$ cat src/hdl/assert_macros.svh
// Assertion macros shared by the parser files.
// Depends on nothing.
`ifndef ASSERT_MACROS_SVH
`define ASSERT_MACROS_SVH
// Implication checked on every rising clock edge outside reset.
`define ASSERT_IMPL(label, clk, rst, pre, post) \
  label: assert property (@(posedge clk) disable iff (rst) (pre) |-> (post)) \
    else $error("assertion failed");
// Next-cycle implication outside reset.
`define ASSERT_NEXT(label, clk, rst, pre, post) \
  label: assert property (@(posedge clk) disable iff (rst) (pre) |=> (post)) \
    else $error("assertion failed");
`endif

$ cat src/hdl/jhsp_pkg.sv
// Types and constants for the JPEG header segment parser.
// Depends on nothing.
package jhsp_pkg;
  typedef enum logic [3:0] {
    PH_IDLE, PH_MARK, PH_LENH, PH_LENL, PH_SOF, PH_DHT, PH_DQT, PH_SOS,
    PH_APP0, PH_SKIP, PH_SCAN, PH_SCANFF, PH_HALT
  } phase_t;
  typedef enum logic [2:0] {
    SEG_SOF, SEG_DHT, SEG_DQT, SEG_SOS, SEG_APP0, SEG_SKIP
  } seg_t;
  localparam logic [4:0] K_PREC = 5'd0, K_HEIGHT = 5'd1, K_WIDTH = 5'd2,
    K_COUNT = 5'd3, K_COMPID = 5'd4, K_SAMP = 5'd5, K_QTSEL = 5'd6,
    K_MCU = 5'd7, K_HCOUNT = 5'd8, K_HSYM = 5'd9, K_QENTRY = 5'd10,
    K_SCANSEL = 5'd11, K_VERSION = 5'd12, K_UNITS = 5'd13, K_XDENS = 5'd14,
    K_YDENS = 5'd15, K_THUMB = 5'd16, K_EOI = 5'd17, K_ERROR = 5'd18;
  localparam logic [1:0] E_NONE = 2'd0, E_SUBSAMP = 2'd1, E_YIQ = 2'd2,
    E_NOEOI = 2'd3;
  localparam logic [7:0] M_SOF0 = 8'hC0, M_DHT = 8'hC4, M_DQT = 8'hDB,
    M_SOS = 8'hDA, M_APP0 = 8'hE0, M_EOI = 8'hD9, B_FF = 8'hFF, B_00 = 8'h00;
  typedef struct packed {
    logic [4:0]  kind;
    logic [2:0]  tidx;
    logic [7:0]  eidx;
    logic [15:0] val;
    logic [1:0]  err;
    logic        last;
  } rec_t;
  typedef struct packed {
    logic [1:0] n;
    rec_t       r0;
    rec_t       r1;
    rec_t       r2;
  } batch_t;
endpackage

$ cat src/hdl/jhsp_core.sv
// Parser state machine: consumes one byte per cycle while step is high, yields up to 3 records.
// Depends on jhsp_pkg and assert_macros.svh.
`include "assert_macros.svh"
module jhsp_core (
  input  logic              clk,
  input  logic              rst,
  input  logic              step,
  input  logic [7:0]        data_byte,
  input  logic              stream_last,
  output jhsp_pkg::batch_t  batch
);
  jhsp_pkg::phase_t phase, phase_next;
  logic [15:0] seg_rem, seg_rem_next;
  logic [7:0]  hi, hi_next;
  logic [4:0]  fpos, fpos_next;
  logic [7:0]  ctot, ctot_next, ccur, ccur_next;
  logic [7:0]  cid0, cid1, cid2, cid0_next, cid1_next, cid2_next;
  logic [7:0]  fsamp, fsamp_next;
  logic [11:0] symrem, symrem_next;
  logic [4:0]  lcur, lcur_next;
  logic [7:0]  scur, scur_next;
  logic [2:0]  tsel, tsel_next;
  logic        qwide, qwide_next;
  logic [6:0]  qcur, qcur_next;
  logic        ended, ended_next;
  jhsp_pkg::rec_t r [3];
  logic [1:0]  n;

  always_ff @(posedge clk) begin
    if (rst) begin
      phase <= jhsp_pkg::PH_IDLE;
      seg_rem <= '0; hi <= '0; fpos <= '0; ctot <= '0; ccur <= '0;
      cid0 <= '0; cid1 <= '0; cid2 <= '0; fsamp <= '0; symrem <= '0;
      lcur <= '0; scur <= '0; tsel <= '0; qwide <= 1'b0; qcur <= '0;
      ended <= 1'b0;
    end else if (step) begin
      phase <= phase_next;
      seg_rem <= seg_rem_next; hi <= hi_next; fpos <= fpos_next;
      ctot <= ctot_next; ccur <= ccur_next;
      cid0 <= cid0_next; cid1 <= cid1_next; cid2 <= cid2_next;
      fsamp <= fsamp_next; symrem <= symrem_next; lcur <= lcur_next;
      scur <= scur_next; tsel <= tsel_next; qwide <= qwide_next;
      qcur <= qcur_next; ended <= ended_next;
    end
  end

  function automatic jhsp_pkg::rec_t mk(logic [4:0] k, logic [2:0] t, logic [7:0] e,
                                        logic [15:0] v, logic [1:0] er);
    jhsp_pkg::rec_t x;
    x.kind = k; x.tidx = t; x.eidx = e; x.val = v; x.err = er; x.last = 1'b0;
    return x;
  endfunction

  always_comb begin
    logic [15:0] wide, len;
    logic [7:0]  b, cc1;
    logic [11:0] sr;
    logic [3:0]  sh, sv;
    logic        dispatch, halted;
    jhsp_pkg::phase_t ph;
    b = data_byte;
    wide = {hi, b};
    len = 16'd0; cc1 = 8'd0; sr = 12'd0; dispatch = 1'b0; halted = 1'b0;
    sh = fsamp[7:4]; sv = fsamp[3:0];
    ph = phase;
    phase_next = phase; seg_rem_next = seg_rem; hi_next = hi; fpos_next = fpos;
    ctot_next = ctot; ccur_next = ccur; cid0_next = cid0; cid1_next = cid1;
    cid2_next = cid2; fsamp_next = fsamp; symrem_next = symrem; lcur_next = lcur;
    scur_next = scur; tsel_next = tsel; qwide_next = qwide; qcur_next = qcur;
    ended_next = ended;
    n = 2'd0;
    for (int i = 0; i < 3; i++) r[i] = '0;
    unique case (phase)
      jhsp_pkg::PH_IDLE: if (b == jhsp_pkg::B_FF) phase_next = jhsp_pkg::PH_MARK;
      jhsp_pkg::PH_MARK: dispatch = 1'b1;
      jhsp_pkg::PH_LENH: begin
        hi_next = b; phase_next = jhsp_pkg::PH_LENL;
      end
      jhsp_pkg::PH_LENL: begin
        len = wide;
        seg_rem_next = (len >= 16'd2) ? len - 16'd2 : 16'd0;
        fpos_next = '0;
        case (tsel)
          3'(jhsp_pkg::SEG_SOF):  phase_next = jhsp_pkg::PH_SOF;
          3'(jhsp_pkg::SEG_DHT):  phase_next = jhsp_pkg::PH_DHT;
          3'(jhsp_pkg::SEG_DQT):  phase_next = jhsp_pkg::PH_DQT;
          3'(jhsp_pkg::SEG_SOS):  phase_next = jhsp_pkg::PH_SOS;
          3'(jhsp_pkg::SEG_APP0): phase_next = jhsp_pkg::PH_APP0;
          default:                phase_next = jhsp_pkg::PH_SKIP;
        endcase
        tsel_next = '0;
        if (seg_rem_next == 16'd0)
          phase_next = (phase_next == jhsp_pkg::PH_SOS) ? jhsp_pkg::PH_SCAN
                                                         : jhsp_pkg::PH_IDLE;
      end
      jhsp_pkg::PH_SOF, jhsp_pkg::PH_DHT, jhsp_pkg::PH_DQT, jhsp_pkg::PH_SOS,
      jhsp_pkg::PH_APP0, jhsp_pkg::PH_SKIP: begin
        seg_rem_next = seg_rem - 16'd1;
        if (ph == jhsp_pkg::PH_SOF) begin
          case (fpos)
            5'd0: begin
              r[0] = mk(jhsp_pkg::K_PREC, 3'd0, 8'd0, {8'd0, b}, jhsp_pkg::E_NONE);
              n = 2'd1;
              fpos_next = 5'd1;
            end
            5'd1, 5'd3: begin hi_next = b; fpos_next = fpos + 5'd1; end
            5'd2: begin
              r[0] = mk(jhsp_pkg::K_HEIGHT, 3'd0, 8'd0, wide, jhsp_pkg::E_NONE);
              n = 2'd1;
              fpos_next = 5'd3;
            end
            5'd4: begin
              r[0] = mk(jhsp_pkg::K_WIDTH, 3'd0, 8'd0, wide, jhsp_pkg::E_NONE);
              n = 2'd1;
              fpos_next = 5'd5;
            end
            5'd5: begin
              ctot_next = b; ccur_next = '0;
              r[0] = mk(jhsp_pkg::K_COUNT, 3'd0, 8'd0, {8'd0, b}, jhsp_pkg::E_NONE);
              n = 2'd1;
              fpos_next = (b != 8'd0) ? 5'd6 : 5'd9;
            end
            5'd6: begin
              if (ccur == 8'd0) cid0_next = b;
              if (ccur == 8'd1) cid1_next = b;
              if (ccur == 8'd2) cid2_next = b;
              r[0] = mk(jhsp_pkg::K_COMPID, ccur[2:0], 8'd0, {8'd0, b},
                        jhsp_pkg::E_NONE);
              n = 2'd1; fpos_next = 5'd7;
            end
            5'd7: begin
              if (ccur == 8'd0) fsamp_next = b;
              r[0] = mk(jhsp_pkg::K_SAMP, ccur[2:0], 8'd0, {8'd0, b},
                        jhsp_pkg::E_NONE);
              n = 2'd1; fpos_next = 5'd8;
            end
            5'd8: begin
              r[0] = mk(jhsp_pkg::K_QTSEL, ccur[2:0], 8'd0, {8'd0, b},
                        jhsp_pkg::E_NONE);
              n = 2'd1;
              cc1 = ccur + 8'd1; ccur_next = cc1;
              if (cc1 == ctot) begin
                fpos_next = 5'd9;
                if (ctot == 8'd3) begin
                  if (cid0 == 8'd1 && cid1 == 8'd2 && cid2 == 8'd3) begin
                    n = 2'd2;
                    if (sh == 4'd1 && sv == 4'd1)
                      r[1] = mk(jhsp_pkg::K_MCU, 3'd0, 8'd0, 16'h0808, jhsp_pkg::E_NONE);
                    else if (sh == 4'd2 && sv == 4'd1)
                      r[1] = mk(jhsp_pkg::K_MCU, 3'd0, 8'd0, 16'h1008, jhsp_pkg::E_NONE);
                    else if (sh == 4'd2 && sv == 4'd2)
                      r[1] = mk(jhsp_pkg::K_MCU, 3'd0, 8'd0, 16'h1010, jhsp_pkg::E_NONE);
                    else begin
                      r[1] = mk(jhsp_pkg::K_ERROR, 3'd0, 8'd0, 16'd0,
                                jhsp_pkg::E_SUBSAMP);
                      halted = 1'b1;
                    end
                  end else if (cid0 == 8'd1 && cid1 == 8'd4 && cid2 == 8'd5) begin
                    n = 2'd2;
                    r[1] = mk(jhsp_pkg::K_ERROR, 3'd0, 8'd0, 16'd0, jhsp_pkg::E_YIQ);
                    halted = 1'b1;
                  end
                end
              end else fpos_next = 5'd6;
            end
            default: ;
          endcase
        end else if (ph == jhsp_pkg::PH_DHT) begin
          if (fpos == 5'd0) begin
            tsel_next = {b[4], b[1:0]};
            lcur_next = '0; symrem_next = '0; scur_next = '0; fpos_next = 5'd1;
          end else if (fpos == 5'd1) begin
            r[0] = mk(jhsp_pkg::K_HCOUNT, tsel, {3'd0, lcur}, {8'd0, b},
                      jhsp_pkg::E_NONE);
            n = 2'd1;
            sr = symrem + {4'd0, b}; symrem_next = sr;
            lcur_next = lcur + 5'd1;
            if (lcur_next >= 5'd16) fpos_next = (sr != 12'd0) ? 5'd2 : 5'd0;
          end else begin
            r[0] = mk(jhsp_pkg::K_HSYM, tsel, scur, {8'd0, b}, jhsp_pkg::E_NONE);
            n = 2'd1;
            scur_next = scur + 8'd1;
            sr = symrem - 12'd1; symrem_next = sr;
            if (sr == 12'd0) fpos_next = 5'd0;
          end
        end else if (ph == jhsp_pkg::PH_DQT) begin
          if (fpos == 5'd0) begin
            qwide_next = (b[7:4] != 4'd0); tsel_next = b[2:0];
            qcur_next = '0; fpos_next = 5'd1;
          end else if (fpos == 5'd1 && qwide) begin
            hi_next = b; fpos_next = 5'd2;
          end else begin
            r[0] = mk(jhsp_pkg::K_QENTRY, tsel, {1'b0, qcur},
                      (fpos == 5'd2) ? wide : {8'd0, b}, jhsp_pkg::E_NONE);
            n = 2'd1;
            qcur_next = qcur + 7'd1;
            fpos_next = qcur_next[6] ? 5'd0 : 5'd1;
          end
        end else if (ph == jhsp_pkg::PH_SOS) begin
          if (fpos == 5'd0) begin
            ctot_next = b; ccur_next = '0;
            fpos_next = (b != 8'd0) ? 5'd1 : 5'd3;
          end else if (fpos == 5'd1) fpos_next = 5'd2;
          else if (fpos == 5'd2) begin
            r[0] = mk(jhsp_pkg::K_SCANSEL, ccur[2:0], 8'd0, {8'd0, b},
                      jhsp_pkg::E_NONE);
            n = 2'd1;
            cc1 = ccur + 8'd1; ccur_next = cc1;
            fpos_next = (cc1 == ctot) ? 5'd3 : 5'd1;
          end
        end else if (ph == jhsp_pkg::PH_APP0) begin
          case (fpos)
            5'd5, 5'd8, 5'd10, 5'd12: hi_next = b;
            5'd6: begin
              r[0] = mk(jhsp_pkg::K_VERSION, 3'd0, 8'd0, wide, jhsp_pkg::E_NONE);
              n = 2'd1;
            end
            5'd7: begin
              r[0] = mk(jhsp_pkg::K_UNITS, 3'd0, 8'd0, {8'd0, b}, jhsp_pkg::E_NONE);
              n = 2'd1;
            end
            5'd9: begin
              r[0] = mk(jhsp_pkg::K_XDENS, 3'd0, 8'd0, wide, jhsp_pkg::E_NONE);
              n = 2'd1;
            end
            5'd11: begin
              r[0] = mk(jhsp_pkg::K_YDENS, 3'd0, 8'd0, wide, jhsp_pkg::E_NONE);
              n = 2'd1;
            end
            5'd13: begin
              r[0] = mk(jhsp_pkg::K_THUMB, 3'd0, 8'd0, wide, jhsp_pkg::E_NONE);
              n = 2'd1;
            end
            default: ;
          endcase
          if (fpos < 5'd14) fpos_next = fpos + 5'd1;
        end
        if (halted) phase_next = jhsp_pkg::PH_HALT;
        else if (seg_rem_next == 16'd0)
          phase_next = (ph == jhsp_pkg::PH_SOS) ? jhsp_pkg::PH_SCAN : jhsp_pkg::PH_IDLE;
      end
      jhsp_pkg::PH_SCAN: if (b == jhsp_pkg::B_FF) phase_next = jhsp_pkg::PH_SCANFF;
      jhsp_pkg::PH_SCANFF: begin
        if (b == jhsp_pkg::B_00 || (b >= 8'hD0 && b <= 8'hD7))
          phase_next = jhsp_pkg::PH_SCAN;
        else if (b != jhsp_pkg::B_FF) dispatch = 1'b1;
      end
      default: phase_next = jhsp_pkg::PH_HALT;
    endcase
    if (dispatch) begin
      if (b == jhsp_pkg::M_EOI) begin
        r[0] = mk(jhsp_pkg::K_EOI, 3'd0, 8'd0, 16'd0, jhsp_pkg::E_NONE); n = 2'd1;
        ended_next = 1'b1; phase_next = jhsp_pkg::PH_HALT;
      end else if (b == jhsp_pkg::B_FF) phase_next = jhsp_pkg::PH_MARK;
      else if (b == jhsp_pkg::B_00 || b == 8'h01 || (b >= 8'hD0 && b <= 8'hD8))
        phase_next = jhsp_pkg::PH_IDLE;
      else begin
        if (b == jhsp_pkg::M_SOF0) tsel_next = 3'(jhsp_pkg::SEG_SOF);
        else if (b == jhsp_pkg::M_DHT) tsel_next = 3'(jhsp_pkg::SEG_DHT);
        else if (b == jhsp_pkg::M_DQT) tsel_next = 3'(jhsp_pkg::SEG_DQT);
        else if (b == jhsp_pkg::M_SOS) tsel_next = 3'(jhsp_pkg::SEG_SOS);
        else if (b == jhsp_pkg::M_APP0) tsel_next = 3'(jhsp_pkg::SEG_APP0);
        else tsel_next = 3'(jhsp_pkg::SEG_SKIP);
        phase_next = jhsp_pkg::PH_LENH;
      end
    end
    if (stream_last && phase_next != jhsp_pkg::PH_HALT) begin
      r[n] = mk(jhsp_pkg::K_ERROR, 3'd0, 8'd0, 16'd0, jhsp_pkg::E_NOEOI);
      n = n + 2'd1;
      phase_next = jhsp_pkg::PH_HALT;
    end
    if (n != 2'd0) r[n - 2'd1].last = 1'b1;
    batch.n = n; batch.r0 = r[0]; batch.r1 = r[1]; batch.r2 = r[2];
  end

  `ASSERT_NEXT(a_halt_sticks, clk, rst, phase == jhsp_pkg::PH_HALT,
               phase == jhsp_pkg::PH_HALT)
  `ASSERT_IMPL(a_eoi_halts, clk, rst, ended, phase == jhsp_pkg::PH_HALT)
  `ASSERT_IMPL(a_rec_in_halt, clk, rst, phase == jhsp_pkg::PH_HALT, batch.n == 2'd0)
endmodule

$ cat src/hdl/jpeg_header_segment_parser.sv
// JPEG header segment parser: one byte is taken per clock unless in_stall is
// high, and the records it causes (up to three) leave one per clock, unless
// out_stall holds them, from an output queue. The input stalls only while the
// queue lacks room for a byte's worst case, so the sustained rate is one byte
// per cycle whenever results are drained at least as fast as they arise.
`include "assert_macros.svh"
module jpeg_header_segment_parser (
  input  logic        clk,
  input  logic        rst,
  input  logic        in_valid,
  output logic        in_stall,
  input  logic [7:0]  data_byte,
  input  logic        stream_last,
  output logic        out_valid,
  input  logic        out_stall,
  output logic [4:0]  record_kind,
  output logic [2:0]  table_index,
  output logic [7:0]  entry_index,
  output logic [15:0] value,
  output logic [1:0]  error_code,
  output logic        last_in_run
);
  localparam int Depth = 8;
  jhsp_pkg::batch_t batch;
  jhsp_pkg::rec_t q [Depth];
  logic [2:0] wp, rp;
  logic [3:0] cnt, cnt_next;
  logic step, pop;

  assign in_stall = cnt > 4'(Depth - 3);
  assign step = in_valid && !in_stall;
  assign out_valid = cnt != 4'd0;
  assign pop = out_valid && !out_stall;

  jhsp_core u_core (
    .clk, .rst, .step, .data_byte, .stream_last, .batch
  );

  always_comb begin
    cnt_next = cnt + (step ? {2'd0, batch.n} : 4'd0) - (pop ? 4'd1 : 4'd0);
  end

  always_ff @(posedge clk) begin
    if (rst) begin
      wp <= '0; rp <= '0; cnt <= '0;
    end else begin
      if (step) wp <= wp + 3'(batch.n);
      if (pop) rp <= rp + 3'd1;
      cnt <= cnt_next;
    end
  end

  always_ff @(posedge clk) begin
    if (step) begin
      if (batch.n > 2'd0) q[wp] <= batch.r0;
      if (batch.n > 2'd1) q[wp + 3'd1] <= batch.r1;
      if (batch.n > 2'd2) q[wp + 3'd2] <= batch.r2;
    end
  end

  assign record_kind = q[rp].kind;
  assign table_index = q[rp].tidx;
  assign entry_index = q[rp].eidx;
  assign value       = q[rp].val;
  assign error_code  = q[rp].err;
  assign last_in_run = q[rp].last;

  `ASSERT_IMPL(a_cnt_bound, clk, rst, 1'b1, cnt <= 4'(Depth))
  `ASSERT_IMPL(a_ptr_gap, clk, rst, cnt < 4'(Depth), wp - rp == cnt[2:0])
  `ASSERT_NEXT(a_stall_pos, clk, rst, in_stall && !pop, in_stall)
endmodule

$ cat config.mk
export PLATFORM = sky130hd
export DESIGN_NAME = jpeg_header_segment_parser
export DESIGN_NICKNAME = d
export VERILOG_FILES = /design/src/hdl/jhsp_pkg.sv /design/src/hdl/jhsp_core.sv /design/src/hdl/jpeg_header_segment_parser.sv
export VERILOG_INCLUDE_DIRS = /design/src /design/src/hdl
export SDC_FILE = /design/constraint.sdc
export NUM_CORES = 1
export LEC_CHECK = 0
export ABC_AREA = 1
export BUFFER_PORTS_ARGS = -buffer_cell sky130_fd_sc_hd__buf_2
export CAP_MARGIN = 30
export CORE_ASPECT_RATIO = 0.5
export CORE_MARGIN = 1.5
export CORE_UTILIZATION = 31
export CTS_BUF_LIST = sky130_fd_sc_hd__clkbuf_2 sky130_fd_sc_hd__clkbuf_4 sky130_fd_sc_hd__clkbuf_8
export DETAILED_ROUTE_END_ITERATION = 8
export GPL_TIMING_DRIVEN = 0
export SYNTH_ARGS = -nofsm -noshare
export SYNTH_HDL_FRONTEND = slang
export SYNTH_SLANG_ARGS = --single-unit
$ cat constraint.sdc
create_clock -name clk -period 5.37 [get_ports clk]
set_input_delay 1.074 -clock clk [delete_from_list [all_inputs] [get_ports clk]]
set_output_delay 1.074 -clock clk [all_outputs]
set_load 0.05 [all_outputs]
; ---- Word level (Yosys, flattened, before mapping)
; Memories as Yosys holds them, arrays and structs flattened. A register that Yosys moved wholly into a read port is not among the register bits.
; Cells that the tools add are included.
; W data, S select, Z words.
[totals]
register_bits = 127
mem_bits_rw = 280
in_bits = 13
output_inout_bits = 37
wordCells = 357
memories = 1
[classes]
add_sub_neg = 17
n_lt_le_gt_ge = 14
eq_ne = 72
mux = 169
n_bitwise = 7
n_reduce_logical = 58
[mem_list]
columns = name, words, width, rd, rd_ports_with_merged_regs, write_ports, line
row1 = q, 8, 35, 1, 1, 3, jpeg_header_segment_parser.sv:25  ; jhsp_pkg::rec_t q [Depth];
[ops]
columns = cell, n
row1 = $mux W35, 21
row2 = $pmux W33 S7, 1
row3 = $mux W105, 2
row4 = $mux W8, 24
row5 = $pmux W35 S5, 1
row6 = $demux W35 S2, 2
row7 = $bwmux W105, 1
row8 = $and A93 B93 Y93, 1
row9 = $not A93 Y93, 1
row10 = $mux W5, 17
row11 = $mux W70, 1
row12 = $mux W34, 2
row13 = $mux W4, 15
row14 = $eq A8 B8 Y1 const B, 7
row15 = $mux W3, 15
row16 = $mux W2, 21
row17 = $pmux W5 S8, 1
row18 = $eq A8 B2 Y1 const B, 4
row19 = $logic_not A16 Y1, 2
row20 = $mux W16, 2
row21 = $pmux W16 S2, 1
row22 = $pmux W8 S2, 2
row23 = $mux W31, 1
row24 = $eq A5 B4 Y1 const B, 6
row25 = other kinds (87), 186

; ---- Logic depth before layout (Yosys ltp)
[depth]
depth_word = 25
mapped_depth = 30
depth_no_buf = 29

; ---- Hierarchy
; A second synthesis with hierarchy kept.
[hier_totals]
hier_cells = 4235
area_unflattened_um2 = 29234.3
[by_module_without_submodules]
columns = module, instances, cells_each, area_each_um2, seq_area_each_um2
row1 = jpeg_header_segment_parser, 1, 2670, 19571.3, 8668.3
row2 = jhsp_core, 1, 1565, 9663.0, 2342.2

; ---- Least setup slack after synthesis
; No wires, ideal clock.
[synth_path]
kind = input to register
startpoint = input data_byte[1]
endpoint = memory q[2][0] in the netlist's numbering (enable)
setup_time_ns = 0.588
arrival_ns = 4.195
required_ns = 4.782
slack_ns = 0.587
stages = 21
n_path_buf = 2
path_cell_list = buf_6 inv_2 ha_1 nand2_1 nor2_2 nand2_1 nand2_1 nand2_1 nand2_1 nand3_2 nor2_2 nand2_1 nand2_1 nand3_2 nand3_2 nand3_4 nand2_4 nand2_8 nand4_1 clkbuf_1 nand3_1
[synth_rtl]
columns = item, line
row1 = from (decl), jpeg_header_segment_parser.sv:12  ; input logic [7:0] data_byte,
row2 = to (decl), jpeg_header_segment_parser.sv:25

==> impl_metrics.toml <==
[finish]
finalNonFillerCells = 4155
register_area_sq_um = 11000
layout-drive-gt1-share_pct = 9.44
fillers = 7782
largest_register = "q"
multiInputGateArea_sq_um = 10700
final_common_cell = "nor2_1"
final_util_pct = 35.8
largest_register_ffs = 280
area_growth_pct = 13.2
largestRegisters = "q (280), u_core.seg_rem (16), u_core.symrem (12)"
layout_common_cells = "671 x nor2_1, 526 x nand2_1, 280 x edfxtp_1"
nets = 3156

[synth]
synth_cell_types = 61
synth_nets = 3028
avgSynthCellArea_sq_um = 7.85
ys.flop_type = "edfxtp_1"
syn_area_sq_um = 23300
ys.warnings.count = 0
async_flop_share_pct = 0
ys_seq_area_share_pct = 47.2
netlist_instances = 2973
synth-seq-cells = 410
synth_enable_flop_cells = 280

[global_route]
gr-usage-all-layers_pct = 21.3
grt_max_degree = 26
grt_pass1_vias = 20800
grt_pass1_wl_um = 125000
grt_antenna_before_repair = 1
gr-total-overflow = 0

[setup_path]
worst_r2r_startpoint = "u_core.ccur[0]$_SDFFE_PP0P_"
crit_path_end_kind = "flop"
cp_cell_sequence = "inv_1 > ha_1 > inv_1 > nand2_1 > nand4_1 > nor2_1 > nand3_1 > nor2_2 > nand4_2 > a21oi_1 > nor2_1 > nand3_2 > nand3_4 > nand2_4 > nand2_1 > nand2_2 > nor2_1 > nand3_1 > buf_2 > nand3_2 > buf_16"
cp_slowest_stage_delay_ns = 0.56
critPathKind = "flop to flop"
cp-start-kind = "flop"
reg2reg_setup_slack_ns = 0.34
reg2reg_depth = 21
worstReg2RegEnd = "q[5][5]$_SDFFCE_PP0P_"
crit_path_frequent_cell = "nor2_1"
critPathMaxFanout = 20
crit_required_ns = 5.79
cp.arrival_ns = 5.45
cp_slowest_cell = "dfxtp_1"

[clocking]
numCtsBuffers = 69
htreeDepth = 3
clockBufferDepth = 3
cts_tree = "done"
clock-sinks = 410
clk_pin_slew_worst_paths_ns = 0.06
clock_latency_ns = 0.69
cts-root-buf = "clkbuf_8"

[run]
drv_cap = 0

[sta]
clock_skew_ns = 0.0538
slew_headroom_pct = 28.1
finalSetupTns_ns = 0
period_needed_ns = 5.03
drv_slew = 0
hold_violations = 0
setup_viol = 0
fmax_mhz = 199
hold_ws_ns = 0.448
fin_crit_sh_pct = 93.7
rsz0062_at_grt = "no"
fin_ws_ns = 0.337
worstMarginPinSlew_ns = 1.07

[pwr]
power_frac_clock_pct = 27.1
cellPowerDensity_nw_per_um2 = 390
switchingPower_uw = 4290
cell_internal_pwr_uw = 6030
p_seq_share_pct = 36.6
power_leakage_uw = 0.0106
comb_power_share_pct = 36.3
ir_drop_mv = 0.182
p_sw_share_pct = 41.6

[die]
die_w_um = 391
die_y_um = 197
design.core.area_sq_um = 73700
rows = 70
design.die.area_sq_um = 77000
initial_utilization_pct = 31.6
io_pins = 50

[routing]
wirelength_um = 82900
drt-initial-drc-count = 2678
wire_per_inst_um = 19.9
ant_nets = 0
vias = 22100
detail_route.vias_per_cell = 5.31
route.detailed.drc = 0
first_pass_iters = 6

[placed_design]
gp_congestion = 0.973
pre_cts_ws_ns = -0.325
dpl.hpwl_um = 60600
io_buffers = 47
dp_cells = 4038

[run_status]
run_status = "finished, final reports clean"

[hold_path]
hold_depth = 1
hp-start = "rp[2]$_SDFFE_PP0P_"
hold_path.class = "flop to flop"
per-layer routing:
layer / up-vias / part of all wire (%) / GRT usage (%)
met5: - / 0 / 0
met4: 0 / 3.1 / 7.00
met3: 152 / 8.0 / 3.72
met2: 991 / 47 / 35.6
met1: 10500 / 42 / 27.8
li1: 10400 / - / -
worst max-delay path, delay by kind of cell, from the launching register on:
kind	cells	cell delay, ns
AND/OR/NAND/NOR	15	2.49
buffers and inverters	4	0.92
flip-flops	1	0.56
AO/OA/AOI/OAI	1	0.42
adder cells (fa/ha/maj)	1	0.38
stage by stage:
step,total power [uW],instance area [sq um]
6_report,10300,26400
5_1_grt,10800,26400
4_1_cts,10300,26400
3_5_place_dp,7540,25100
3_3_place_gp,7500,24800
2_1_floorplan,6380,23300
cell families after synthesis:
| kind of cell | Yosys count | share of synthesized area [%] |
|---|---|---|
| DFF | 410 | 47.2 |
| and+or+nand+nor | 1550 | 28.6 |
| xor gates and xnor gates | 30 | 1.13 |
| AOI/OAI and AO/OA | 549 | 13.5 |
| adders and majority gates | 42 | 2.35 |
| buffers and inverters | 392 | 7.29 |
worst max-delay path by stage:
stage,start,endpoint,slack (ns),cells after the start
2_1_floorplan,data_byte[1],q[2][0]$_DFFE_PP_,0.59,21
3_3_place_gp,data_byte[1],q[2][22]$_SDFFCE_PP0P_,-1.65,22
3_5_place_dp,data_byte[1],q[4][21]$_SDFFCE_PP0P_,-0.32,23
4_1_cts,u_core.fpos[0]$_SDFFE_PP0P_,q[4][33]$_SDFFCE_PP0P_,0.03,20
5_1_grt,u_core.ccur[0]$_SDFFE_PP0P_,cnt[3]$_SDFF_PP0_,0.01,25
6_report,u_core.ccur[0]$_SDFFE_PP0P_,q[5][5]$_SDFFCE_PP0P_,0.34,21
power groups by stage:
stage | logic [uW] | registers, uW | clock network, uW
floorplan | 2580 | 3790 | 0
global route | 4080 | 3790 | 2970
CTS | 3720 | 3770 | 2820
finish | 3740 | 3780 | 2800
global placement | 3640 | 3850 | 0
detailed placement | 3700 | 3840 | 0
timing repair:
item / 4_1_cts / 5_1_grt
endpoints found under the setup margin: 0 / 223
gates resized for setup: 0 / 5
endpoints found under the hold margin: 0 / 0
setup buffers: 0 / 0
hold buffers: 0 / 0
cells in the mapped netlist, types with 11 or more instances:
master	number	area, sq um
a211oi_1	26	195
a21oi_1	125	626
a221oi_1	13	114
a31oi_1	43	269
buf_2	17	85.1
buf_4	11	82.6
buf_6	14	158
clkbuf_1	89	334
dfxtp_1	130	2600
edfxtp_1	280	8410
ha_1	39	488
inv_1	227	852
inv_2	14	52.6
nand2_1	526	1970
nand2_4	12	135
nand3_1	142	711
nand4_1	77	482
nor2_1	671	2520
nor2_2	12	75.1
nor3_1	51	255
nor4_1	14	87.6
o211ai_1	20	150
o21ai_0	240	1200
o22ai_1	41	257
xor2_1	25	219
area by class of cell:
type / count / share of cell area (%)
Timing Repair Buffer: 57 / 1.67
Buffer: 143 / 2.89
Multi-Input combinational cell: 2171 / 40.5
Inverter: 249 / 3.55
Clock inverter: 23 / 0.620
Sequential cell: 410 / 41.7
Antenna cell: 1 / 0.00947
Tap cell: 1008 / 4.77
Clock buffer: 93 / 4.35
(Power assumes the default switching activity.)
